`config.mk`:
```
export PLATFORM = sky130hd
export DESIGN_NAME = adc_status_channel_frame_deframer
export DESIGN_NICKNAME = d
export VERILOG_FILES = /design/src/ascfd_pkg.sv /design/src/adc_status_channel_frame_deframer.sv
export SDC_FILE = /design/constraint.sdc
export NUM_CORES = 1
export LEC_CHECK = 0
export ABC_AREA = 1
export BUFFER_PORTS_ARGS = -buffer_cell sky130_fd_sc_hd__buf_2
export CAP_MARGIN = 20
export CORE_ASPECT_RATIO = 0.9
export CORE_MARGIN = 2
export CORE_UTILIZATION = 38
export DETAILED_ROUTE_END_ITERATION = 8
export PLACE_DENSITY = 0.59
export SLEW_MARGIN = 20
export SYNTH_ARGS = -nofsm -noshare
export SYNTH_HDL_FRONTEND = slang
export SYNTH_SLANG_ARGS = --single-unit
```
`constraint.sdc`:
```
create_clock -name clk -period 5.8 [get_ports clk]
set_clock_uncertainty 0.1 [all_clocks]
set_input_delay 0 -clock clk [delete_from_list [all_inputs] [get_ports clk]]
set_output_delay 0 -clock clk [all_outputs]
set_load 0.02 [all_outputs]
```
`src/ascfd_pkg.sv`:
```
package ascfd_pkg;

  // Frame layout
  localparam int unsigned CHANNELS_DEFAULT = 8;
  localparam int unsigned BYTE_W           = 8;
  localparam int unsigned WORD_W           = 24;
  localparam int unsigned SLOT_W           = 4;
  localparam int unsigned PHASE_W          = 2;

  // Status word check: top nibble must read 0xC
  localparam logic [3:0] STATUS_NIBBLE_OK = 4'hC;

  // Byte position within a word
  localparam logic [PHASE_W-1:0] PHASE_FIRST = 2'd0;
  localparam logic [PHASE_W-1:0] PHASE_LAST  = 2'd2;

endpackage

```
`src/adc_status_channel_frame_deframer.sv`:
```
// Channel  Handshake                   Payload
// -------  --------------------------  ------------------------------------------------
// in       in_valid / in_stall         data_byte[7:0], frame_start
// out      out_valid / out_stall       slot[3:0], status_word[23:0], sample[23:0] (signed),
//                                      header_ok, last_of_frame
//
// One byte per cycle is taken while in_stall is low; every third byte of a word loads the result register,
// so a word appears at out in the cycle after its last byte is accepted.
// The only throughput limit is the single result register: in_stall is raised only
// while a result is held and out_stall is high.
// rst (synchronous, active high) clears the byte and slot counters, the header flag
// and out_valid; the first byte after reset is taken as byte 0 of a status word.
module adc_status_channel_frame_deframer #(
  parameter int unsigned CHANNELS = ascfd_pkg::CHANNELS_DEFAULT
) (
  input  logic                                  clk,
  input  logic                                  rst,
  // request in
  input  logic                                  in_valid,
  output logic                                  in_stall,
  input  logic [ascfd_pkg::BYTE_W-1:0]          data_byte,
  input  logic                                  frame_start,
  // request out
  output logic                                  out_valid,
  input  logic                                  out_stall,
  output logic [ascfd_pkg::SLOT_W-1:0]          slot,
  output logic [ascfd_pkg::WORD_W-1:0]          status_word,
  output logic signed [ascfd_pkg::WORD_W-1:0]   sample,
  output logic                                  header_ok,
  output logic                                  last_of_frame
);

  localparam logic [ascfd_pkg::SLOT_W-1:0] LAST_SLOT = ascfd_pkg::SLOT_W'(CHANNELS);
  localparam int unsigned PART_W = ascfd_pkg::WORD_W - ascfd_pkg::BYTE_W;

  // Frame tracking state
  logic [ascfd_pkg::PHASE_W-1:0] byte_phase;
  logic [ascfd_pkg::SLOT_W-1:0]  word_slot;
  logic [PART_W-1:0]             partial_word;
  logic                          frame_header_valid;

  logic [ascfd_pkg::PHASE_W-1:0] byte_phase_next;
  logic [ascfd_pkg::SLOT_W-1:0]  word_slot_next;
  logic [PART_W-1:0]             partial_word_next;
  logic                          frame_header_valid_next;

  logic                          in_accept;
  logic                          out_accept;
  logic [ascfd_pkg::PHASE_W-1:0] phase_eff;
  logic [ascfd_pkg::SLOT_W-1:0]  slot_eff;
  logic                          word_done;
  logic [ascfd_pkg::WORD_W-1:0]  word;
  logic                          nibble_ok;

  // Handshake: hold input only while a result is stuck
  assign in_stall   = out_valid && out_stall;
  assign in_accept  = in_valid && !in_stall;
  assign out_accept = out_valid && !out_stall;

  // frame_start realigns counters before this byte
  assign phase_eff = frame_start ? ascfd_pkg::PHASE_FIRST : byte_phase;
  assign slot_eff  = frame_start ? '0 : word_slot;
  assign word_done = (phase_eff == ascfd_pkg::PHASE_LAST);
  assign word      = {partial_word, data_byte};
  assign nibble_ok = (word[ascfd_pkg::WORD_W-1 -: 4] == ascfd_pkg::STATUS_NIBBLE_OK);

  // Next-state logic
  always_comb begin
    byte_phase_next         = byte_phase;
    word_slot_next          = word_slot;
    partial_word_next       = partial_word;
    frame_header_valid_next = frame_header_valid;
    if (in_accept) begin
      if (!word_done) begin
        byte_phase_next   = phase_eff + 1'b1;
        word_slot_next    = slot_eff;
        partial_word_next = {partial_word[PART_W-ascfd_pkg::BYTE_W-1:0], data_byte};
      end else begin
        byte_phase_next   = ascfd_pkg::PHASE_FIRST;
        partial_word_next = '0;
        word_slot_next    = (slot_eff >= LAST_SLOT) ? '0 : slot_eff + 1'b1;
        if (slot_eff == '0) begin
          frame_header_valid_next = nibble_ok;
        end
      end
    end
  end

  // State registers
  always_ff @(posedge clk) begin
    if (rst) begin
      byte_phase         <= ascfd_pkg::PHASE_FIRST;
      word_slot          <= '0;
      partial_word       <= '0;
      frame_header_valid <= 1'b0;
    end else begin
      byte_phase         <= byte_phase_next;
      word_slot          <= word_slot_next;
      partial_word       <= partial_word_next;
      frame_header_valid <= frame_header_valid_next;
    end
  end

  // Result register valid
  always_ff @(posedge clk) begin
    if (rst) begin
      out_valid <= 1'b0;
    end else if (in_accept && word_done) begin
      out_valid <= 1'b1;
    end else if (out_accept) begin
      out_valid <= 1'b0;
    end
  end

  // Result register payload
  always_ff @(posedge clk) begin
    if (in_accept && word_done) begin
      slot          <= slot_eff;
      status_word   <= (slot_eff == '0) ? word : '0;
      sample        <= (slot_eff == '0) ? '0 : $signed(word);
      header_ok     <= frame_header_valid_next;
      last_of_frame <= (slot_eff == LAST_SLOT);
    end
  end

  // Checks
  a_phase_range: assert property (@(posedge clk) disable iff (rst)
    byte_phase != 2'd3)
    else $error("byte_phase out of range");

  a_slot_range: assert property (@(posedge clk) disable iff (rst)
    word_slot <= LAST_SLOT)
    else $error("word_slot beyond channel count");

  a_last_slot: assert property (@(posedge clk) disable iff (rst)
    out_valid && last_of_frame |-> slot == LAST_SLOT)
    else $error("last_of_frame on wrong slot");

  a_word_result: assert property (@(posedge clk) disable iff (rst)
    in_accept && word_done |=> out_valid && slot == $past(slot_eff))
    else $error("completed word did not produce a result");

  a_field_zero: assert property (@(posedge clk) disable iff (rst)
    out_valid |-> ((slot == '0) ? (sample == '0) : (status_word == '0)))
    else $error("unused result field not zero");

endmodule
```
### Yosys cells after proc, flatten, opt, wreduce, memory -nomap -nowiden

Cells that the tools add are included.

| storage, ports and cells | value |
|---|---|
| logic and storage cells | 35 |
| output and inout port bits | 56 |
| input port bits | 13 |
| bits in registers | 78 |

| cells by class | value |
|---|---|
| order comparisons | 1 |
| equality and inequality tests | 3 |
| reductions and logical operators | 8 |
| add/sub/neg operators | 2 |
| multiplexer cells | 11 |

Operators by type and width:

| operator | count |
|---|---|
| 16-bit 2-to-1 mux | 1 |
| 4-bit 2-to-1 mux | 3 |
| 4-bit equality test (second input constant) | 2 |
| 1-bit 2-to-1 mux | 5 |
| 4-bit by 1-bit adder with 4-bit output (second input constant) | 1 |
| 4-bit greater-or-equal comparator (second input constant) | 1 |
| 1-bit logical AND | 4 |
| 4-bit logical NOT | 1 |
| 2-bit 2-to-1 mux | 2 |
| 2-bit by 1-bit adder with 2-bit output (second input constant) | 1 |
| 2-bit equality test (second input constant) | 1 |
| 1-bit logical NOT | 2 |
| 2-bit nonzero test | 1 |

### Depth between registers and ports, before layout

Gate-level depths: netlist (run 1).

| logic depth | value |
|---|---|
| word-level depth | 5 |
| gate-level depth with buffers | 10 |
| depth with buffers taken out | 10 |

### Least setup slack after synthesis (run 1)

OpenSTA, ideal clock, no wires.

| timing path | value |
|---|---|
| path type | register to register |
| start | reg out_valid |
| end | reg header_ok (data pin) |
| slack | 3,065 ps |
| buffers on the path | 0 |
| arrival time | 2,382 ps |
| required time | 5,447 ps |
| cell stages (with the launch flop) | 7 |
| path through | dfxtp_1 > nand2_1 > nand2_2 > nor2_2 > nand3_1 > nand2_1 > inv_1 |

| on the way | value |
|---|---|
| cells in the longest elaborated chain, start to end | 4 |

RTL lines:

| item | RTL line | source |
|---|---|---|
| start: declaration | adc_status_channel_frame_deframer.sv:24 | `output logic out_valid,` |
| start signal: assignment | adc_status_channel_frame_deframer.sv:107 | `out_valid <= 1'b0;` |
| start signal: assignment | adc_status_channel_frame_deframer.sv:109 | `out_valid <= 1'b1;` |
| start signal: assignment | adc_status_channel_frame_deframer.sv:111 | `out_valid <= 1'b0;` |
| 1-bit logical AND | adc_status_channel_frame_deframer.sv:56 | `assign in_stall = out_valid && out_stall;` |
| 1-bit logical NOT | adc_status_channel_frame_deframer.sv:57 | `assign in_accept = in_valid && !in_stall;` |
| 1-bit logical AND | adc_status_channel_frame_deframer.sv:57 |  |
| 1-bit 2-to-1 mux | adc_status_channel_frame_deframer.sv:73 | `if (in_accept) begin` |
| named net frame_header_valid_next | adc_status_channel_frame_deframer.sv:45 | `logic frame_header_valid_next;` |
| end signal: assignment | adc_status_channel_frame_deframer.sv:121 | `header_ok <= frame_header_valid_next;` |
| end: declaration | adc_status_channel_frame_deframer.sv:29 | `output logic header_ok,` |

The timed path passes the listed nets, and every way through them passes these cells.
A chain may end at the register's enable or synchronous reset.

### Final worst setup path (run 1)

| timing path | value |
|---|---|
| start | in frame_start |
| end | reg status_word[18] (netlist bit) (enable) |

| on the way | value |
|---|---|
| cells in the longest elaborated chain, start to end | 3 |

RTL lines:

| item | RTL line | source |
|---|---|---|
| start: declaration | adc_status_channel_frame_deframer.sv:22 | `input logic frame_start,` |
| 2-bit 2-to-1 mux | adc_status_channel_frame_deframer.sv:61 | `assign phase_eff = frame_start ? ascfd_pkg::PHASE_FIRST : byte_phase;` |
| 2-bit equality test | adc_status_channel_frame_deframer.sv:63 | `assign word_done = (phase_eff == ascfd_pkg::PHASE_LAST);` |
| 1-bit logical AND | adc_status_channel_frame_deframer.sv:117 | `if (in_accept && word_done) begin` |
| end signal: assignment | adc_status_channel_frame_deframer.sv:119 | `status_word <= (slot_eff == '0) ? word : '0;` |
| end: declaration | adc_status_channel_frame_deframer.sv:27 | `output logic [ascfd_pkg::WORD_W-1:0] status_word,` |

No other way between the ends.

==> metrics.md, run 1 <==
| Metric | Value |
|---|---|
| Combinational Power Share | around 7.4% |
| Number of levels in the clock H-tree | 3 |
| Count of buffer and inverter cells on the critical path | 4 |
| Max-cap viol count | 0 |
| Die extent in x | 98.1 µm |
| Count of non-filler cells in the finished layout | 453 |
| Final clock period utilization by the worst path | between 40% and 50% |
| Count of state elements after synthesis | 78 |
| Layout area overhead | 23.2% |
| Total routed wirelength | 6100 µm |
| Sort of element at the end of the critical path | flip-flop |
| Slowest-stage cell, CP | sky130_fd_sc_hd__nor2_4 |
| Routed length on met3 | about 450 µm |
| Area fraction of the dominant cell type after synthesis | a little over half |
| First-pass GRT wire length | 9690 µm |
| Sequential share of the synthesized area | 69.4% |
| Number of placement rows | 30 |
| Synth Area in Simple Gates | 14.6% |
| Total power | 0.00108 W |
| Leak pwr | 1.55 nW |
| Antenna violations before repair | 0 |
| Vias per Instance | ~4.6 |
| Layout cells sized above 1 | a little under 30% |
| Fraction of synthesis flops using an asynchronous set or reset pin | 0% |
| Global route overflow | 0 |
| Ports | 69 |
| Number of endpoints with negative hold slack in the final report | 0 |
| Maximum number of pins on one net before global-route repair | 37 |
| Run status | completed |
| Total met2 wirelength after detailed routing | 2700 µm |
| Final critical path time including I/O delays and setup | 2.51 ns |
| Number of antenna repair diodes | 0 |
| Leading cell types by total area after synthesis | sky130_fd_sc_hd__edfxtp_1, sky130_fd_sc_hd__dfxtp_1, sky130_fd_sc_hd__nor2_1 |
| Net Count, Synth | 289 |
| Transition time at the pin with the least slew margin | 0.624 ns |
| Share of the synthesized netlist area taken by xor and xnor gates | 0% |
| Final count of negative-setup-slack endpoints | 0 |
| Clock network fraction of total power | 35.9% |
| Total number of yosys warnings | 0 |
| Kind of cell adding the most delay to the critical path | buffers and inverters |
| Number of max-slew violations in the final report | 0 |
| Total negative setup slack | 0 ns |
| Metal1 wirelength | 2900 µm |
| Cell count after placement | about 430 |
| Crit path DAT | 2.41 ns |
| Maximum cell stage delay along the critical path | roughly 0.66 ns |
| Setup Buffers After CTS | 0 |
| Clock insertion delay at the later pin of the skew report | ~0.34 ns |
| Adder-cell area share of the yosys netlist | less than 1% |
| VDD IR-drop max | 171 µV |
| Slew Limit Headroom | about 58% |
| Netlist Area Pre-Place | 0.00303 mm² |
| Complex-gate fraction of the synthesized area | between 7 and 8% |
| Unrepaired setup endpoints after global routing | no |
| Global router's overall resource usage | approximately 15% |
| Count of nets left with antenna violations after detail routing | 0 |
| Number of buffers inserted by port buffering | 68 |
| TritonCTS clock tree | yes |
| Bufs on Longest Clock Path | 2 |
| CTS buffer count | 9 |
| Max Fanout on Critical Path | 36 |
| Most numerous cell types in the synthesized netlist | sky130_fd_sc_hd__nor2_1, sky130_fd_sc_hd__edfxtp_1, sky130_fd_sc_hd__inv_1 |
| Internal power summed over all cells | around 0.00083 W |
| Sequential group share of total power | 56.8% |
| Total DRC errors in the routed layout | 0 |
| Main combinational cell family by area after synthesis | simple AND/OR/NAND/NOR gates |
| Share of cell area taken by muxes after synthesis | 0% |
| Number of global-route vias before repair | 2030 |
| Number of synthesized flops with an enable pin | 54 |
| Layout Nets | ~370 |
| Chip Height | between 80 and 90 µm |
| Clock Pin Slew Worst Setup and Hold Paths | around 0.080 ns |
| Root buffer cell | sky130_fd_sc_hd__clkbuf_8 |
| Iteration count of the initial detailed-routing pass | 4 |
| Max frequency | 398 MHz |
| Synthesized area divided by synthesized cell count | 11.1 µm² |
| Total number of clock tree sinks | between 70 and 80 |
| Leading cell type by number of instances after synthesis | sky130_fd_sc_hd__nor2_1 |
| DRC violation total after the first TritonRoute iteration | 119 |
| Class of the most critical setup path | in -> reg |
| Switching power share of the total | a little under a quarter |
| Placeable core region | 0.00762 mm² |
| Gpl congestion | 0.736 |
| Total via count after detailed routing | 2091 |
| Per-cell routed wire length | ~13 µm |
| Number of distinct library cells after synthesis | 23 |
| Post-synthesis cell count | 274 |
| Area enclosed by the die boundary | just under 0.009 mm² |
| Half-perimeter wire length of the detailed placement result | 3980 µm |
| Power per standard cell area | roughly 290 mW/mm² |
| Cell taking the most area after synthesis | sky130_fd_sc_hd__edfxtp_1 |
| Worst hold-check path type | in -> reg |
| Cells traversed along the worst timing path | dlygate4sd3_1 -> buf_2 -> inv_2 -> nand3_2 -> nor2_4 -> buf_4 |
| Switching component of the power | roughly 0.00025 W |
| Element type at the critical path start | input port |
| Starting Density | about two fifths |
| Flip-flop cell with the highest count after synthesis | sky130_fd_sc_hd__edfxtp_1 |
| Top layer reached by signal wires | met4 |
| Critical path data required time | 5.70 ns |
==> through the flow <==
stage | hold WS, ns | util, % | setup slack [ns] | cell area, µm²
global route | 0.245 | 49.0 | 3.14 | 3730
finish | 0.201 | 49.0 | 3.29 | 3730
floorplan | -0.0276 | - | 3.07 | 3030
CTS | 0.206 | 49.0 | 3.30 | 3730
global placement | 0.110 | 45.1 | 3.42 | 3430
detailed placement | 0.115 | 45.1 | 3.37 | 3430
==> placed cells by master, fill, tap and decap left out <==
cell type / count
sky130_fd_sc_hd__clkinv_1: 1
sky130_fd_sc_hd__buf_2: 68
sky130_fd_sc_hd__nand4_1: 1
sky130_fd_sc_hd__nand2_4: 3
sky130_fd_sc_hd__nor3_1: 2
sky130_fd_sc_hd__clkinvlp_4: 2
sky130_fd_sc_hd__clkbuf_8: 9
sky130_fd_sc_hd__nand3_1: 4
sky130_fd_sc_hd__dfxtp_1: 24
sky130_fd_sc_hd__o21ai_0: 22
sky130_fd_sc_hd__inv_2: 2
sky130_fd_sc_hd__edfxtp_1: 54
sky130_fd_sc_hd__inv_1: 37
sky130_fd_sc_hd__inv_6: 1
sky130_fd_sc_hd__nand2_2: 1
sky130_fd_sc_hd__bufinv_16: 1
sky130_fd_sc_hd__nor2_1: 61
sky130_fd_sc_hd__inv_4: 1
sky130_fd_sc_hd__nor2_2: 10
sky130_fd_sc_hd__nand3_2: 1
sky130_fd_sc_hd__ha_1: 2
sky130_fd_sc_hd__nor2_8: 1
sky130_fd_sc_hd__dlygate4sd3_1: 11
sky130_fd_sc_hd__nand2_1: 8
sky130_fd_sc_hd__buf_4: 1
sky130_fd_sc_hd__nor2_4: 1
sky130_fd_sc_hd__a21oi_1: 26
sky130_fd_sc_hd__clkinv_2: 1
sky130_fd_sc_hd__nor3b_1: 1
==> final cells by class <==
class                           instances  area (µm²)
Clock buffer                            9         124
Clock inverter                          6        62.6
Fill cell                             731        3890
Inverter                               40         153
Multi-Input combinational cell        144         712
Sequential cell                        78        2100
Tap cell                               96         120
Timing Repair Buffer                   80         458
==> logic make-up after synthesis <==
logic type	Yosys count
fa+ha+maj	2
simple gates	94
flops	78
compound gates	48
buf+inv	52
==> what timing repair did <==
action,CTS,global route
gates resized for setup,0,0
endpoints found under the hold margin,29,0
hold buffers,11,0
==> final timing paths <==
| check | slack (ns) | cells after the start | end | startpoint |
|---|---|---|---|---|
| worst max-delay path | 3.29 | 6 | status_word[18]$_SDFFCE_PP0P_ | frame_start |
| worst max register to register | 3.36 | 4 | status_word[18]$_SDFFCE_PP0P_ | byte_phase[0]$_SDFFE_PP0P_ |
| worst min register to register | 0.42 | 2 | byte_phase[0]$_SDFFE_PP0P_ | byte_phase[0]$_SDFFE_PP0P_ |
| worst min-delay path | 0.20 | 3 | byte_phase[0]$_SDFFE_PP0P_ | in_valid |
==> per-layer routing <==
layer	global-route usage, %	up-vias
met4	3.41	0
met2	22.8	57
met3	6.56	7
met5	0	-
met1	18.9	976
li1	-	1051
==> sequential cells by signal, indices dropped and copies added, names as in the netlist <==
register and count:
sample 24, status_word 24, partial_word 16, slot 4, word_slot 4, byte_phase 2, frame_header_valid 1, header_ok 1
last_of_frame 1, out_valid 1
==> power by group through the flow <==
stage               sequential [W]  combinational, W  clock [W]
floorplan                 0.000627         0.0000567          0
global placement          0.000628         0.0000743          0
detailed placement        0.000628         0.0000757          0
CTS                       0.000616         0.0000814   0.000399
global route              0.000617         0.0000913   0.000424
finish                    0.000615         0.0000797   0.000389
==> tightest hold or removal path: cells and delay by family <==
kind                   cells  cell delay, ns
and+or+nand+nor            1            0.27
AOI/OAI and AO/OA          1            0.24
buffers and inverters      1            0.08
No activity file was read; power rests on OpenSTA's default activity.
==> run 2: changes to the inputs <==
--- a/config.mk
+++ b/config.mk
@@ -5,14 +5,14 @@
 export SDC_FILE = /design/constraint.sdc
 export NUM_CORES = 1
 export LEC_CHECK = 0
-export ABC_AREA = 1
+export ABC_AREA = 0
 export BUFFER_PORTS_ARGS = -buffer_cell sky130_fd_sc_hd__buf_2
 export CAP_MARGIN = 20
 export CORE_ASPECT_RATIO = 0.9
 export CORE_MARGIN = 2
 export CORE_UTILIZATION = 38
 export DETAILED_ROUTE_END_ITERATION = 8
-export PLACE_DENSITY = 0.59
+export PLACE_DENSITY = 0.61
 export SLEW_MARGIN = 20
 export SYNTH_ARGS = -nofsm -noshare
 export SYNTH_HDL_FRONTEND = slang
==> constraint.sdc (replaced) <==
create_clock -name clk -period 2.3 [get_ports clk]
set_clock_uncertainty 0.1 [all_clocks]
set_input_delay 0 -clock clk [delete_from_list [all_inputs] [get_ports clk]]
set_output_delay 0 -clock clk [all_outputs]
set_load 0.02 [all_outputs]
==> run 2 against run 1 <==
  * Synthesized cell count decreased by 22%
  * Non-clock buffer count is 14 higher
  * Wire length down 2.4%
  * Core utilization grew 2.2 points
  * First-iteration DRC count is 50% lower
  * Sequential share of layout area is 1.6 points lower
  * Synthesized area fell by 3.3%
  * Highest routed layer unchanged
==> metrics.md, run 2 <==
| Metric | Value |
|---|---|
| Maximum number of pins on one net before global-route repair | 33 (was 37) |
| Final hold slack | 0.0203 ns (was 0.201 ns) |
| Final clock period utilization by the worst path | 89.6% |
| Number of placement rows | 30 (unchanged) |
| Top layer reached by signal wires | met4 (unchanged) |
| Clock network fraction of total power | 42.5% (was 35.9%) |
| Synthesized area divided by synthesized cell count | 13.8 µm² (was 11.1 µm²) |
| Sequential share of the synthesized area | 71.8% (was 69.4%) |
| First-pass GRT wire length | 9380 µm (was 9690 µm) |
| Number of buffers inserted by port buffering | 68 (unchanged) |
| Total via count after detailed routing | 1988 (was 2091) |
| Post-synthesis cell count | 213 (was 274) |
| Area enclosed by the die boundary | 0.00843 mm² (was 0.00870 mm²) |
| Number of levels in the clock H-tree | 3 (unchanged) |
| Fraction of synthesis flops using an asynchronous set or reset pin | 0% (unchanged) |
| Sort of element at the end of the critical path | flip-flop (unchanged) |
| Sequential group share of total power | 53.5% (was 56.8%) |
| Cell count after placement | 372 (was 427) |
| Commonest non-fill, non-tap cells in the layout | sky130_fd_sc_hd__buf_2, sky130_fd_sc_hd__edfxtp_1, sky130_fd_sc_hd__and2_1 (was sky130_fd_sc_hd__buf_2, sky130_fd_sc_hd__nor2_1, sky130_fd_sc_hd__edfxtp_1) |
| Setup Buffers After CTS | 0 (unchanged) |
| Layout cells sized above 1 | 30.8% (was 28.9%) |
| Total negative setup slack | 0 ns (unchanged) |
| Starting Density | 39.0% (was 39.7%) |
| TritonCTS clock tree | yes (unchanged) |
| Worst hold-check path type | in -> reg (unchanged) |
| Antenna violations before repair | 0 (unchanged) |
| Combinational Power Share | 4.1% (was 7.4%) |
| Unrepaired setup endpoints after global routing | no (unchanged) |
| Class of the most critical setup path | reg -> reg (was in -> reg) |
| Internal power summed over all cells | 0.00228 W (was 0.000829 W) |
| Placeable core region | 0.00751 mm² (was 0.00762 mm²) |
| Gpl congestion | 0.766 (was 0.736) |
| Max-cap viol count | 0 (unchanged) |
| Cell taking the most area after synthesis | sky130_fd_sc_hd__edfxtp_1 (unchanged) |
| Global router's overall resource usage | 15.2% (was 14.6%) |
| Flip-flop cell with the highest count after synthesis | sky130_fd_sc_hd__edfxtp_1 (unchanged) |
| Final critical path time including I/O delays and setup | between 2 and 2.5 ns |
| Number of antenna repair diodes | 0 (unchanged) |
| Most frequent standard cell in the layout excluding fill and tap cells | sky130_fd_sc_hd__buf_2 (unchanged) |
| Count of nets left with antenna violations after detail routing | 0 (unchanged) |
| Die extent in x | 96.5 µm (was 98.1 µm) |
| Routed length on met3 | 353 µm (was 445 µm) |
| Half-perimeter wire length of the detailed placement result | 3900 µm (was 3980 µm) |
| Clock insertion delay at the later pin of the skew report | 0.34 ns (about the same) |
| Total number of yosys warnings | 0 (unchanged) |
| Worst setup slack after placement | 0.410 ns (was 3.37 ns) |
| Number of endpoints with negative hold slack in the final report | 0 (unchanged) |
| Slew Limit Headroom | 58.2% (was 58.3%) |
| Metal1 wirelength | 2470 µm (was 2900 µm) |
| Total met2 wirelength after detailed routing | 3070 µm (was 2700 µm) |
| Bufs on Longest Clock Path | 2 (unchanged) |
| Area fraction of the dominant cell type after synthesis | 55.4% (was 53.6%) |
| Switching power share of the total | 19.6% (was 23.5%) |
| Number of synthesized flops with an enable pin | 54 (unchanged) |
| Number of distinct library cells after synthesis | 29 (was 23) |
| Element type at the critical path start | flip-flop (was input port) |
| Global route overflow | 0 (unchanged) |
| DRC violation total after the first TritonRoute iteration | 60 (was 119) |
| Most numerous cell types in the synthesized netlist | sky130_fd_sc_hd__edfxtp_1, sky130_fd_sc_hd__and2_1, sky130_fd_sc_hd__and3_1, sky130_fd_sc_hd__dfxtp_1, sky130_fd_sc_hd__nor2_1 (was sky130_fd_sc_hd__nor2_1, sky130_fd_sc_hd__edfxtp_1, sky130_fd_sc_hd__inv_1) |
| Transition time at the pin with the least slew margin | 0.625 ns (was 0.624 ns) |
| Net Count, Synth | 228 (was 289) |
| VDD IR-drop max | 442 µV (was 171 µV) |
| Post-layout utilization of the core | 51.2% (was 49.0%) |
| Vias per Instance | 4.87 (was 4.62) |
| Number of max-slew violations in the final report | 0 (unchanged) |
| Netlist Area Pre-Place | 0.00293 mm² (was 0.00303 mm²) |
| Final worst-path setup slack | 0.239 ns (was 3.29 ns) |
| Largest registers in the final layout | sample: 24 flops, status_word: 24 flops, partial_word: 16 flops (unchanged) |
| Total number of clock tree sinks | 78 (unchanged) |
| Clock Pin Slew Worst Setup and Hold Paths | 0.08 ns (about the same) |
| Power per standard cell area | 739 mW/mm² (was 290 mW/mm²) |
| Final count of negative-setup-slack endpoints | 0 (unchanged) |
| Critical path data required time | 2.43 ns (was 5.70 ns) |
| Layout Nets | 322 (was 368) |
| Switching component of the power | 0.000557 W (was 0.000254 W) |
| Max frequency | 485 MHz |
| Root buffer cell | sky130_fd_sc_hd__clkbuf_8 (unchanged) |
| Run status | completed (unchanged) |
| Leading cell types by total area after synthesis | sky130_fd_sc_hd__edfxtp_1, sky130_fd_sc_hd__dfxtp_1, sky130_fd_sc_hd__and2_1 (was sky130_fd_sc_hd__edfxtp_1, sky130_fd_sc_hd__dfxtp_1, sky130_fd_sc_hd__nor2_1) |
| Crit path DAT | 2.19 ns (was 2.41 ns) |
| Total DRC errors in the routed layout | 0 (unchanged) |
| CTS buffer count | 9 (unchanged) |
| Per-cell routed wire length | 14.6 µm (was 13.5 µm) |
| Ports | 69 (unchanged) |
| Count of non-filler cells in the finished layout | 408 (was 453) |
| Max Fanout on Critical Path | 22 (was 36) |
| Leak pwr | 1.71 nW (was 1.55 nW) |
| Total routed wirelength | 5960 µm (was 6100 µm) |
| Iteration count of the initial detailed-routing pass | 4 (unchanged) |
| Chip Height | 87.3 µm (was 88.7 µm) |
| Leading cell type by number of instances after synthesis | sky130_fd_sc_hd__edfxtp_1 (was sky130_fd_sc_hd__nor2_1) |
| Count of state elements after synthesis | 78 (unchanged) |
| Layout area overhead | 31.2% (was 23.2%) |
| Number of global-route vias before repair | 1935 (was 2030) |
run 2: cell count changes after synthesis, sizes merged, moves of 2 or more:
cell,previous run,this run
nor2,73,23
inv,40,2
and2,0,26
and3,0,24
a21oi,26,3
o21ai,22,2
a22oi,0,18
nand2,12,3
buf,8,3
nand3,5,0
clkbuf,4,8
nor2b,0,3
nand2b,0,2
run 2: per-layer routing:
metal | vias to the layer above | track usage, %
li1 | 964 | -
met1 | 950 | 17.8
met2 | 65 | 26.1
met3 | 9 | 5.02
met4 | 0 | 5.25
met5 | - | 0
run 2: path summary, 6_finish.rpt:
check | cells past startpoint | slack [ns] | start | end
max reg2reg | 5 | 0.24 | out_valid$_SDFFE_PP0P_ | partial_word[6]$_SDFFE_PP0P_
min reg2reg | 2 | 0.41 | byte_phase[1]$_SDFFE_PP0P_ | byte_phase[1]$_SDFFE_PP0P_
max | 5 | 0.24 | out_valid$_SDFFE_PP0P_ | partial_word[6]$_SDFFE_PP0P_
min | 4 | 0.02 | in_valid | byte_phase[0]$_SDFFE_PP0P_
run 2: power groups by stage:
| stage | sequential, W | clock [W] | combinational [W] |
|---|---|---|---|
| 2_1_floorplan | 0.00155 | 0 | 0.0000541 |
| 3_3_place_gp | 0.00155 | 0 | 0.0000870 |
| 3_5_place_dp | 0.00155 | 0 | 0.0000890 |
| 4_1_cts | 0.00152 | 0.00123 | 0.000114 |
| 5_1_grt | 0.00152 | 0.00129 | 0.000128 |
| 6_report | 0.00152 | 0.00121 | 0.000116 |
run 2: cell type report:
| type | instances | area (µm²) |
|---|---|---|
| repair buffers | 94 | 589 |
| fillers | 663 | 3660 |
| clock buffers | 10 | 128 |
| inverters | 2 | 7.51 |
| clock inverters | 6 | 109 |
| flip-flops and latches | 78 | 2100 |
| multi-input cells | 122 | 787 |
| well taps | 96 | 120 |
run 2: worst max-delay path: stages (launching register included):
cell and delay [ns]:
sky130_fd_sc_hd__dfxtp_1 0.37, sky130_fd_sc_hd__a21bo_2 0.47, sky130_fd_sc_hd__nor2_4 0.18, sky130_fd_sc_hd__a22oi_1 0.19
sky130_fd_sc_hd__nor2_1 0.05, sky130_fd_sc_hd__dlygate4sd3_1 0.57
run 2: timing repair:
action | 4_1_cts | 5_1_grt
endpoints found under the hold margin | 39 | 0
hold buffers | 20 | 0
setup endpoints to repair | 0 | 9
gates resized for setup | 0 | 3
run 2: kinds of logic after synthesis:
group	count (synthesis)	share of synthesized area, %
DFF	78	71.8
buffers and inverters	13	1.79
and+or+nand+nor	92	18.3
muxes	2	0.854
AOI/OAI and AO/OA	26	6.45
adders and majority gates	2	0.854
run 2: through the flow:
step	total power [W]	area, µm²
global route	0.00294	3840
floorplan	0.00160	2930
finish	0.00284	3840
global placement	0.00164	3390
CTS	0.00286	3830
detailed placement	0.00164	3390
